<file path="src/hw/rtl/control_report_change_events_defines.svh">
// assertion macros for the control report change event block
`ifndef CONTROL_REPORT_CHANGE_EVENTS_DEFINES_SVH
`define CONTROL_REPORT_CHANGE_EVENTS_DEFINES_SVH

// same-cycle implication, sampled on clk, off during reset
`define CRE_ASSERT_NOW(lbl, a, c) \
	lbl: assert property (@(posedge clk) disable iff (!arst_n) (a) |-> (c)) \
		else $error("cre check failed");

// next-cycle implication, sampled on clk, off during reset
`define CRE_ASSERT_NEXT(lbl, a, c) \
	lbl: assert property (@(posedge clk) disable iff (!arst_n) (a) |=> (c)) \
		else $error("cre check failed");

`endif

</file>
<file path="src/hw/rtl/cre_pkg.sv">
// types, constants and decode functions for the control report change event block
package cre_pkg;

	localparam int REPORT_BYTES_DEF = 22;
	localparam int STORE_BYTES      = 22;
	localparam int NUM_BUTTONS      = 29;
	localparam int NUM_ANALOG       = 8;
	localparam int NUM_CTRL         = NUM_BUTTONS + NUM_ANALOG + 1;
	localparam int CTRL_W           = $clog2(NUM_CTRL);
	localparam int FIRST_SPECIAL    = 16;
	localparam int FIRST_STOP       = 25;
	localparam int FIRST_FADER      = NUM_BUTTONS;
	localparam int FIRST_KNOB       = NUM_BUTTONS + 4;
	localparam int WHEEL_CTRL       = NUM_BUTTONS + NUM_ANALOG;
	localparam logic [7:0] ID_RESET = 8'd1;

	typedef enum logic [2:0] {
		SRC_MATRIX  = 3'd0,
		SRC_SPECIAL = 3'd1,
		SRC_STOP    = 3'd2,
		SRC_FADER   = 3'd3,
		SRC_KNOB    = 3'd4,
		SRC_WHEEL   = 3'd5
	} src_t;

	typedef logic [STORE_BYTES-1:0][7:0] store_t;
	typedef logic [NUM_CTRL-1:0] mask_t;
	typedef logic [CTRL_W-1:0] ctrl_t;

	typedef struct packed {
		logic [NUM_BUTTONS-1:0]           buttons;
		logic [7:0]                       wheel;
		logic [NUM_ANALOG-1:0][15:0]      analog;
	} snap_t;

	typedef struct packed {
		logic              event_class;
		src_t              control_source;
		logic [3:0]        control_index;
		logic [15:0]       control_level;
		logic signed [7:0] wheel_step;
		logic              last_event;
	} evt_t;

	function automatic snap_t cre_decode(input store_t s);
		snap_t r;
		r = '0;
		for (int i = 0; i < 2; i++)
			for (int j = 0; j < 8; j++)
				r.buttons[j + 8 * i] = s[1 + i][7 - j];
		for (int k = 0; k < 6; k++)
			r.buttons[16 + k] = s[3][k + 2];
		for (int k = 0; k < 3; k++)
			r.buttons[22 + k] = s[4][k + 1];
		for (int k = 0; k < 4; k++)
			r.buttons[25 + k] = s[4][7 - k];
		r.wheel = s[5];
		for (int i = 0; i < 4; i++) begin
			r.analog[4 + i] = {s[7 + 2 * i], s[6 + 2 * i]};
			r.analog[i]     = {s[15 + 2 * i], s[14 + 2 * i]};
		end
		return r;
	endfunction

	// lowest set bit of the change mask
	function automatic ctrl_t cre_first(input mask_t m);
		ctrl_t r;
		r = '0;
		for (int i = NUM_CTRL - 1; i >= 0; i--)
			if (m[i])
				r = CTRL_W'(i);
		return r;
	endfunction

	function automatic evt_t cre_event(input snap_t s, input ctrl_t k,
		input logic [7:0] step);
		evt_t  e;
		ctrl_t off;
		e = '0;
		off = '0;
		case (k) inside
			[0:FIRST_SPECIAL-1]: begin
				e.control_source = SRC_MATRIX;
				e.control_index  = k[3:0];
				e.control_level  = {15'd0, s.buttons[k[4:0]]};
			end
			[FIRST_SPECIAL:FIRST_STOP-1]: begin
				off = k - CTRL_W'(FIRST_SPECIAL);
				e.control_source = SRC_SPECIAL;
				e.control_index  = off[3:0];
				e.control_level  = {15'd0, s.buttons[k[4:0]]};
			end
			[FIRST_STOP:FIRST_FADER-1]: begin
				off = k - CTRL_W'(FIRST_STOP);
				e.control_source = SRC_STOP;
				e.control_index  = off[3:0];
				e.control_level  = {15'd0, s.buttons[k[4:0]]};
			end
			[FIRST_FADER:FIRST_KNOB-1]: begin
				off = k - CTRL_W'(FIRST_FADER);
				e.event_class    = 1'b1;
				e.control_source = SRC_FADER;
				e.control_index  = {2'd0, off[1:0]};
				e.control_level  = s.analog[off[2:0]];
			end
			[FIRST_KNOB:WHEEL_CTRL-1]: begin
				off = k - CTRL_W'(FIRST_FADER);
				e.event_class    = 1'b1;
				e.control_source = SRC_KNOB;
				e.control_index  = {2'd0, off[1:0]};
				e.control_level  = s.analog[off[2:0]];
			end
			default: begin
				e.event_class    = 1'b1;
				e.control_source = SRC_WHEEL;
				e.control_level  = {8'd0, s.wheel};
				e.wheel_step     = step;
			end
		endcase
		return e;
	endfunction

endpackage

</file>
<file path="src/hw/rtl/control_report_change_events_if.sv">
// channel interfaces of the control report change event block
interface cre_byte_if;
	logic       valid;
	logic       ready;
	logic [7:0] report_byte;
	logic       end_of_report;
	modport source (output valid, report_byte, end_of_report, input ready);
	modport sink (input valid, report_byte, end_of_report, output ready);
endinterface

interface cre_event_if;
	logic              valid;
	logic              ready;
	logic              event_class;
	logic [2:0]        control_source;
	logic [3:0]        control_index;
	logic [15:0]       control_level;
	logic signed [7:0] wheel_step;
	logic              last_event;
	modport source (output valid, event_class, control_source, control_index,
		control_level, wheel_step, last_event, input ready);
	modport sink (input valid, event_class, control_source, control_index,
		control_level, wheel_step, last_event, output ready);
endinterface

interface cre_cfg_if;
	logic       valid;
	logic       ready;
	logic [7:0] data;
	modport source (output valid, data, input ready);
	modport sink (input valid, data, output ready);
endinterface

</file>
<file path="src/hw/rtl/cre_front.sv">
// front end: report byte capture, id check and snapshot decode
module cre_front
	import cre_pkg::*;
#(
	parameter int REPORT_BYTES = REPORT_BYTES_DEF
) (
	input  logic        clk,
	input  logic        arst_n,
	cre_byte_if.sink    report_in,
	cre_cfg_if.sink     cfg,
	output logic        snap_valid,
	input  logic        snap_ready,
	output snap_t       snap
);

	localparam int POS_W = $clog2(REPORT_BYTES + 1);

	logic [POS_W-1:0] pos_q;
	store_t           store_q;
	logic [7:0]       id_q;
	logic             pending_q;
	logic             accept;
	logic             match;

	assign report_in.ready = !pending_q;
	assign cfg.ready       = 1'b1;
	assign accept          = report_in.valid && report_in.ready;
	assign match           = store_q[0] == id_q;
	assign snap_valid      = pending_q && match;
	assign snap            = cre_decode(store_q);

	always_ff @(posedge clk or negedge arst_n) begin
		if (!arst_n) begin
			pos_q     <= '0;
			pending_q <= 1'b0;
			id_q      <= ID_RESET;
		end else begin
			if (cfg.valid)
				id_q <= cfg.data;
			if (accept) begin
				if (report_in.end_of_report) begin
					pos_q     <= '0;
					pending_q <= 1'b1;
				end else if (pos_q < POS_W'(REPORT_BYTES)) begin
					pos_q <= pos_q + 1'b1;
				end
			end else if (pending_q && (!match || snap_ready)) begin
				pending_q <= 1'b0;
			end
		end
	end

	for (genvar e = 0; e < STORE_BYTES; e++) begin : g_store
		always_ff @(posedge clk or negedge arst_n) begin
			if (!arst_n)
				store_q[e] <= '0;
			else if (accept && pos_q == POS_W'(e))
				store_q[e] <= report_in.report_byte;
		end
	end

endmodule

</file>
<file path="src/hw/rtl/cre_queue.sv">
// two-entry snapshot queue between front and back
module cre_queue
	import cre_pkg::*;
(
	input  logic  clk,
	input  logic  arst_n,
	input  logic  in_valid,
	output logic  in_ready,
	input  snap_t in_snap,
	output logic  out_valid,
	input  logic  out_ready,
	output snap_t out_snap
);

	snap_t      ent_q [2];
	logic       wr_ptr_q;
	logic       rd_ptr_q;
	logic [1:0] count_q;
	logic       push;
	logic       pop;

	assign in_ready  = count_q != 2'd2;
	assign out_valid = count_q != 2'd0;
	assign out_snap  = ent_q[rd_ptr_q];
	assign push      = in_valid && in_ready;
	assign pop       = out_valid && out_ready;

	always_ff @(posedge clk) begin
		if (push)
			ent_q[wr_ptr_q] <= in_snap;
	end

	always_ff @(posedge clk or negedge arst_n) begin
		if (!arst_n) begin
			wr_ptr_q <= 1'b0;
			rd_ptr_q <= 1'b0;
			count_q  <= '0;
		end else begin
			if (push)
				wr_ptr_q <= !wr_ptr_q;
			if (pop)
				rd_ptr_q <= !rd_ptr_q;
			if (push && !pop)
				count_q <= count_q + 2'd1;
			else if (pop && !push)
				count_q <= count_q - 2'd1;
		end
	end

endmodule

</file>
<file path="src/hw/rtl/cre_back.sv">
// back end: change detection against the previous snapshot and event scan
`include "control_report_change_events_defines.svh"
module cre_back
	import cre_pkg::*;
(
	input  logic        clk,
	input  logic        arst_n,
	input  logic        snap_valid,
	output logic        snap_ready,
	input  snap_t       snap,
	cre_event_if.source event_out
);

	typedef enum logic [1:0] {
		ST_IDLE = 2'b01,
		ST_SCAN = 2'b10
	} state_t;

	state_t     state_q;
	snap_t      prev_q;
	snap_t      cur_q;
	mask_t      mask_q;
	logic [7:0] step_q;
	evt_t       evt_q;
	logic       ov_q;
	mask_t      new_mask;
	mask_t      rest;
	ctrl_t      sel;
	evt_t       evt;
	logic       load;
	logic       emit;

	always_comb begin
		new_mask = '0;
		new_mask[NUM_BUTTONS-1:0] = snap.buttons ^ prev_q.buttons;
		for (int i = 0; i < NUM_ANALOG; i++)
			new_mask[NUM_BUTTONS + i] = snap.analog[i] != prev_q.analog[i];
		new_mask[WHEEL_CTRL] = snap.wheel != prev_q.wheel;
	end

	assign snap_ready = state_q == ST_IDLE;
	assign load       = snap_valid && snap_ready;
	assign emit       = state_q == ST_SCAN && (!ov_q || event_out.ready);
	assign sel        = cre_first(mask_q);
	assign rest       = mask_q & ~(mask_t'(1) << sel);

	always_comb begin
		evt = cre_event(cur_q, sel, step_q);
		evt.last_event = rest == '0;
	end

	always_ff @(posedge clk or negedge arst_n) begin
		if (!arst_n) begin
			state_q <= ST_IDLE;
			prev_q  <= '0;
			mask_q  <= '0;
			ov_q    <= 1'b0;
		end else begin
			if (emit)
				ov_q <= 1'b1;
			else if (event_out.ready)
				ov_q <= 1'b0;
			case (state_q)
				ST_IDLE: begin
					if (load) begin
						prev_q <= snap;
						mask_q <= new_mask;
						if (new_mask != '0)
							state_q <= ST_SCAN;
					end
				end
				ST_SCAN: begin
					if (emit) begin
						mask_q <= rest;
						if (rest == '0)
							state_q <= ST_IDLE;
					end
				end
				default: state_q <= ST_IDLE;
			endcase
		end
	end

	always_ff @(posedge clk) begin
		if (load) begin
			cur_q  <= snap;
			step_q <= snap.wheel - prev_q.wheel;
		end
		if (emit)
			evt_q <= evt;
	end

	assign event_out.valid          = ov_q;
	assign event_out.event_class    = evt_q.event_class;
	assign event_out.control_source = evt_q.control_source;
	assign event_out.control_index  = evt_q.control_index;
	assign event_out.control_level  = evt_q.control_level;
	assign event_out.wheel_step     = evt_q.wheel_step;
	assign event_out.last_event     = evt_q.last_event;

	`CRE_ASSERT_NOW(a_idle_no_mask, state_q == ST_IDLE, mask_q == '0)
	`CRE_ASSERT_NOW(a_scan_has_mask, state_q == ST_SCAN, mask_q != '0)
	`CRE_ASSERT_NEXT(a_last_ends_scan, emit && evt.last_event, state_q == ST_IDLE)
	`CRE_ASSERT_NOW(a_wheel_step, ov_q && evt_q.control_source == SRC_WHEEL,
		evt_q.wheel_step != 8'sd0)
	`CRE_ASSERT_NOW(a_other_step, ov_q && evt_q.control_source != SRC_WHEEL,
		evt_q.wheel_step == 8'sd0)

endmodule

</file>
<file path="src/hw/rtl/control_report_change_events.sv">
// top level: report decoder with change events
// report bytes are stored as taken; the final byte stalls input for id check and decode
// the first event reaches the output register via the queue and the back end change mask
// events follow one per cycle while ready is high, set by the scan over the change mask
// a queue of two decoded reports lets the front take new bytes while events drain
// arst_n clears the store, the snapshot and all control state; id register resets to 1
module control_report_change_events
	import cre_pkg::*;
#(
	parameter int REPORT_BYTES = REPORT_BYTES_DEF
) (
	input  logic        clk,
	input  logic        arst_n,
	cre_byte_if.sink    report_in,
	cre_cfg_if.sink     cfg,
	cre_event_if.source event_out
);

	logic  fq_valid;
	logic  fq_ready;
	snap_t fq_snap;
	logic  qb_valid;
	logic  qb_ready;
	snap_t qb_snap;

	cre_front #(
		.REPORT_BYTES(REPORT_BYTES)
	) u_front (
		.clk        (clk),
		.arst_n     (arst_n),
		.report_in  (report_in),
		.cfg        (cfg),
		.snap_valid (fq_valid),
		.snap_ready (fq_ready),
		.snap       (fq_snap)
	);

	cre_queue u_queue (
		.clk       (clk),
		.arst_n    (arst_n),
		.in_valid  (fq_valid),
		.in_ready  (fq_ready),
		.in_snap   (fq_snap),
		.out_valid (qb_valid),
		.out_ready (qb_ready),
		.out_snap  (qb_snap)
	);

	cre_back u_back (
		.clk        (clk),
		.arst_n     (arst_n),
		.snap_valid (qb_valid),
		.snap_ready (qb_ready),
		.snap       (qb_snap),
		.event_out  (event_out)
	);

endmodule
</file>
<file path="src/flat_wrapper.sv">
// flat-port wrapper written by rule: the top's interface ports become plain ports
module control_report_change_events_flat import cre_pkg::*;
#(
	parameter int REPORT_BYTES = REPORT_BYTES_DEF
)
  (clk, arst_n, report_in_valid, report_in_report_byte, report_in_end_of_report, report_in_ready, cfg_valid, cfg_data, cfg_ready, event_out_valid, event_out_event_class, event_out_control_source, event_out_control_index, event_out_control_level, event_out_wheel_step, event_out_last_event, event_out_ready);
  cre_byte_if report_in_i ();
  cre_cfg_if cfg_i ();
  cre_event_if event_out_i ();
  input  logic clk;
  input  logic arst_n;
  input wire logic [$bits(report_in_i.valid)-1:0] report_in_valid;
  input wire logic [$bits(report_in_i.report_byte)-1:0] report_in_report_byte;
  input wire logic [$bits(report_in_i.end_of_report)-1:0] report_in_end_of_report;
  output wire logic [$bits(report_in_i.ready)-1:0] report_in_ready;
  input wire logic [$bits(cfg_i.valid)-1:0] cfg_valid;
  input wire logic [$bits(cfg_i.data)-1:0] cfg_data;
  output wire logic [$bits(cfg_i.ready)-1:0] cfg_ready;
  output wire logic [$bits(event_out_i.valid)-1:0] event_out_valid;
  output wire logic [$bits(event_out_i.event_class)-1:0] event_out_event_class;
  output wire logic [$bits(event_out_i.control_source)-1:0] event_out_control_source;
  output wire logic [$bits(event_out_i.control_index)-1:0] event_out_control_index;
  output wire logic [$bits(event_out_i.control_level)-1:0] event_out_control_level;
  output wire logic [$bits(event_out_i.wheel_step)-1:0] event_out_wheel_step;
  output wire logic [$bits(event_out_i.last_event)-1:0] event_out_last_event;
  input wire logic [$bits(event_out_i.ready)-1:0] event_out_ready;
  assign report_in_i.valid = report_in_valid;
  assign report_in_i.report_byte = report_in_report_byte;
  assign report_in_i.end_of_report = report_in_end_of_report;
  assign report_in_ready = report_in_i.ready;
  assign cfg_i.valid = cfg_valid;
  assign cfg_i.data = cfg_data;
  assign cfg_ready = cfg_i.ready;
  assign event_out_valid = event_out_i.valid;
  assign event_out_event_class = event_out_i.event_class;
  assign event_out_control_source = event_out_i.control_source;
  assign event_out_control_index = event_out_i.control_index;
  assign event_out_control_level = event_out_i.control_level;
  assign event_out_wheel_step = event_out_i.wheel_step;
  assign event_out_last_event = event_out_i.last_event;
  assign event_out_i.ready = event_out_ready;
  control_report_change_events #(.REPORT_BYTES(REPORT_BYTES)) u_core (.clk(clk), .arst_n(arst_n), .report_in(report_in_i), .cfg(cfg_i), .event_out(event_out_i));
endmodule
</file>
<file path="config.mk">
export PLATFORM = sky130hd
export DESIGN_NAME = control_report_change_events_flat
export DESIGN_NICKNAME = d
export VERILOG_FILES = /design/src/hw/rtl/cre_pkg.sv /design/src/hw/rtl/control_report_change_events_if.sv /design/src/hw/rtl/cre_front.sv /design/src/hw/rtl/cre_queue.sv /design/src/hw/rtl/cre_back.sv /design/src/hw/rtl/control_report_change_events.sv /design/src/flat_wrapper.sv
export VERILOG_INCLUDE_DIRS = /design/src /design/src/hw/rtl
export SDC_FILE = /design/constraint.sdc
export NUM_CORES = 1
export LEC_CHECK = 0
export BUFFER_PORTS_ARGS = -buffer_cell sky130_fd_sc_hd__buf_2
export CORE_UTILIZATION = 63
export CTS_CLUSTER_SIZE = 8
export DETAILED_ROUTE_END_ITERATION = 10
export GPL_TIMING_DRIVEN = 1
export PLACE_DENSITY = 0.8
export SYNTH_ARGS = -nofsm -noshare
export SYNTH_HDL_FRONTEND = slang
export SYNTH_HIERARCHICAL = 1
export SYNTH_SLANG_ARGS = --single-unit
</file>
<file path="constraint.sdc">
create_clock -name clk -period 10.15 [get_ports clk]
set_clock_uncertainty 0.05 [all_clocks]
set_input_delay 0.5075 -clock clk [delete_from_list [all_inputs] [get_ports clk]]
set_output_delay 0.5075 -clock clk [all_outputs]
set_load 0.01 [all_outputs]
</file>
==> results by group <==
Routing
  • First-pass detailed-route iteration total: 6
  • Routed len/inst: 26.14 um
  • Detailed Route Iter0 Violations: 1,963
  • Vias post-DR: 23,020
  • Drt via density: 6.141
  • Routed wire length: 97.99 mm
  • DRC: 0
  • Routed Antenna Nets: 0

STA
  • Post-layout min period: 6.059 ns
  • Fin crit share: 0.5969
  • Least-Margin Pin Slew: 1.174 ns
  • Unrepaired setup endpoints after global routing: no
  • Slew Limit Fails: 0
  • Final Hold Viols: 0
  • Fmax: 165.1 MHz
  • Final setup viols: 0
  • Setup tns final: 0 ns
  • Rel. slew slack: 0.2177

Yosys
  • Seq/Total Area, Yosys: 0.6557
  • Post-synthesis instance total: 2,855
  • Syn Area/Cell: 13.91 um2
  • Async SR Flop Fraction: 0.4255
  • Yosys cell types: 78
  • Number of synthesized flops with an enable pin: 536
  • Synth Area in Simple Gates: 0.08569
  • Netlist Area Pre-Place: 39,700 um2
  • Syn_nets: 2,897
  • Largest family of logic cells by synthesized area: multiplexers
  • Synth Area in Adders: 0.006492
  • Mux share of post-synthesis cell area: 0.1257
  • Main synth FF type: edfxtp_1
  • Ys Warns: 6
  • Compound-Gate Fraction of Synth Area: 0.03681
  • Synth Area in XOR/XNOR: 0.03905
  • Seq cells post-synth: 933

GRT
  • Met1 Track Usage GR: 0.4314
  • First-pass GRT wire length: 147.6 mm
  • Global Route met3 Usage: 0.07391
  • Pin count of the biggest net entering global routing: 168
  • GRT Max-Usage Layer: met2
  • Overflow after GRT: 0
  • Initial antenna violation count: 1
  • Grt met2 use: 0.4958
  • Number of global-route vias before repair: 23,640
  • GRT Total Usage: 0.3157

Floorplanning
  • Row count: 91
  • Initial Utilization: 0.6410
  • Width of the die: 253.0 um
  • Core region area: 61,940 um2
  • Die height: 253.0 um
  • Io pins: 58
  • Die area: 64,030 um2

Cells and area
  • Layout area overhead: 9.725%
  • Layout cell share with drive strength beyond 1: 0.2307
  • Nets: 2,845
  • Fin util: 0.7033

Clocking
  • Clock root cell: clkbuf_16
  • Clock Path Buffers: 3
  • H-tree depth: 4
  • Worst-path clk slew: 0.06 ns
  • CTS tree: done
  • Worst-skew pair later-pin latency: 0.70 ns
  • Clock Sinks: 933
  • CTS resizes: 0
  • CTS Buf Count: 135

Setup path
  • Crit end category: register
  • Crit path DAT: 6.58 ns
  • CP max FO: 44
  • Worst R2R Path Depth: 17
  • Crit path kind: register to register
  • Startpoint types: register
  • Worst path required time: 10.68 ns

Place
  • Post-DP HPWL: 58.33 mm
  • Port Buffers: 56
  • Gpl congestion: 0.9199

Job
  • Max-Cap Viols: 0

Hold path
  • Class of the worst hold path: primary input to register
  • Hold path cells: 2

Power and ir drop
  • Pleak: 17.01 nW
  • Pwr Density: 270.9 nW/um2
  • Total power: 11.80 mW
  • Peak supply drop: 0.0002653 V

Run status
  • Outcome: completed
-- path summary, 6_finish.rpt --
| kind | slack [ns] | start | endpoint |
|---|---|---|---|
| worst max register to register | 4.09 | u_core/u_back/mask_q[30] | u_core/u_back/state_q[1] |
| worst max-delay path | 4.09 | u_core/u_back/mask_q[30] | u_core/u_back/state_q[1] |
| max in group asynchronous | 7.98 | arst_n | u_core/u_queue/rd_ptr_q |
| min in group asynchronous | 0.37 | arst_n | u_core/u_back/state_q[1] |
| worst min-delay path | 0.1 | report_in_end_of_report | u_core/u_front/pos_q[4] |
| worst min register to register | 0.39 | u_core/u_front/snap[40] | u_core/u_queue/ent_q[0][40] |
-- power breakdown --
group / internal [mW] / switching, mW / total, mW
logic: 1.17 / 1.83 / 3.00
registers: 4.41 / 0.249 / 4.66
clock network: 2.55 / 1.59 / 4.14
total: 8.13 / 3.67 / 11.8
-- Yosys cell counts (3+ instances only) --
cell type | number | area share
nor4_1 | 25 | 0.0039
xnor2_1 | 167 | 0.037
nand3_2 | 7 | 0.0018
nor2b_1 | 10 | 0.0016
mux2i_1 | 23 | 0.0058
a21oi_1 | 42 | 0.0053
o21a_1 | 3 | 0.00057
buf_6 | 17 | 0.0048
nor2_1 | 46 | 0.0043
mux2_4 | 8 | 0.0030
and3_1 | 5 | 0.00079
o22ai_1 | 3 | 0.00047
nand2_1 | 524 | 0.050
or4_4 | 3 | 0.00085
o211ai_1 | 3 | 0.00057
a41oi_1 | 3 | 0.00066
o31ai_1 | 8 | 0.0015
nand3_1 | 13 | 0.0016
dfrtp_1 | 395 | 0.25
nor2_2 | 4 | 0.00063
mux4_2 | 35 | 0.020
a31oi_1 | 17 | 0.0027
nor3_1 | 15 | 0.0019
inv_1 | 38 | 0.0036
buf_1 | 6 | 0.00057
edfxtp_1 | 536 | 0.41
or4_1 | 6 | 0.0011
clkbuf_1 | 78 | 0.0074
mux2_1 | 3 | 0.00085
nand4_1 | 50 | 0.0079
buf_4 | 171 | 0.032
nor4_2 | 4 | 0.0013
ha_1 | 19 | 0.0060
a21o_1 | 4 | 0.00076
a211oi_1 | 4 | 0.00076
xor2_1 | 10 | 0.0022
o21ai_1 | 7 | 0.00088
and2_1 | 11 | 0.0017
o21ai_0 | 109 | 0.014
or3_1 | 5 | 0.00079
nand2b_1 | 11 | 0.0017
buf_2 | 13 | 0.0016
mux2_2 | 339 | 0.096
a31o_2 | 4 | 0.00088
nor3_2 | 3 | 0.00076
-- per-stage QoR --
stage / area, um2 / cells / setup WS, ns / hold slack, ns
2_1_floorplan: 39700 / 2855 / 1.432 / 0.1619
3_3_place_gp: 39500 / 3494 / 4.064 / 0.3915
3_5_place_dp: 39510 / 3494 / 4.055 / 0.3984
4_1_cts: 43550 / 3746 / 4.016 / 0.05000
5_1_grt: 43560 / 3746 / 3.514 / 0.08841
6_report: 43560 / 3748 / 4.091 / 0.09678
-- layout make-up --
| cell class | instances | area, um2 |
|---|---|---|
| Multi-Input combinational cell | 1597 | 11710 |
| Inverter | 40 | 157.7 |
| Clock inverter | 10 | 125.1 |
| Sequential cell | 933 | 26040 |
| Timing Repair Buffer | 96 | 650.6 |
| Fill cell | 3897 | 18380 |
| Tap cell | 837 | 1047 |
| Antenna cell | 2 | 5.005 |
| Clock buffer | 233 | 3831 |
-- registers in the layout, indices dropped and copies added (netlist names), 2 cells and up --
register	count
u_core/u_queue/ent_q	330
u_core/u_back/cur_q	165
u_core/u_back/prev_q	165
u_core/u_front/snap	165
u_core/u_back/mask_q	38
u_core/u_back/event_out.control_level	16
u_core/u_back/event_out.wheel_step	8
u_core/u_back/step_q	8
u_core/u_front/id_q	8
u_core/u_front/store_q	8
u_core/u_front/pos_q	5
u_core/u_back/event_out.control_index	4
u_core/u_back/event_out.control_source	3
u_core/u_back/state_q	2
u_core/u_queue/count_q	2
-- cells in the final DEF, fill, tap and decap left out, drive strengths merged, types with 50 or more instances in the layout --
cell type	count
edfxtp	536
nand2	525
dfrtp	395
mux2	350
clkbuf	233
xnor2	167
o21ai	116
buf	87
nand4	50
nor2	50
-- kinds of logic (layout without fill, tap and decap cells) --
group	after synthesis	count (layout)
flops	933	933
simple gates	754	754
mux	408	408
buf+inv	325	379
compound gates	237	237
xor+xnor	177	177
fa+ha+maj	20	20
other cells	1	3
-- critical path, cell delays in order, from the launching register on --
cell and delay, ns:
dfrtp_1 0.44, inv_1 0.08, a2111oi_0 0.49, o41ai_1 0.21, a311oi_1 0.43, o32ai_2 0.26, inv_2 0.08, buf_4 0.67
ha_1 0.47, ha_1 0.53, nand3_1 0.12, a2111oi_0 0.69, nand4_1 0.16, nor4_1 0.39, nand4_1 0.16, nor4_2 0.33
a21oi_1 0.12, or2_1 0.23
-- per-layer routing --
metal / wire length, um / part of all wire / up-vias
met3: 8117 / 0.083 / 179
met5: 0 / 0 / -
met2: 47050 / 0.48 / 1097
met4: 3104 / 0.032 / 0
li1: - / - / 9930
met1: 39710 / 0.41 / 11810
-- what timing repair did --
| action | in CTS | in global routing |
|---|---|---|
| hold endpoints to repair | 89 | 0 |
| setup buffers | 0 | 0 |
| hold buffers | 9 | 0 |
Power figures use the tool's default switching activity.
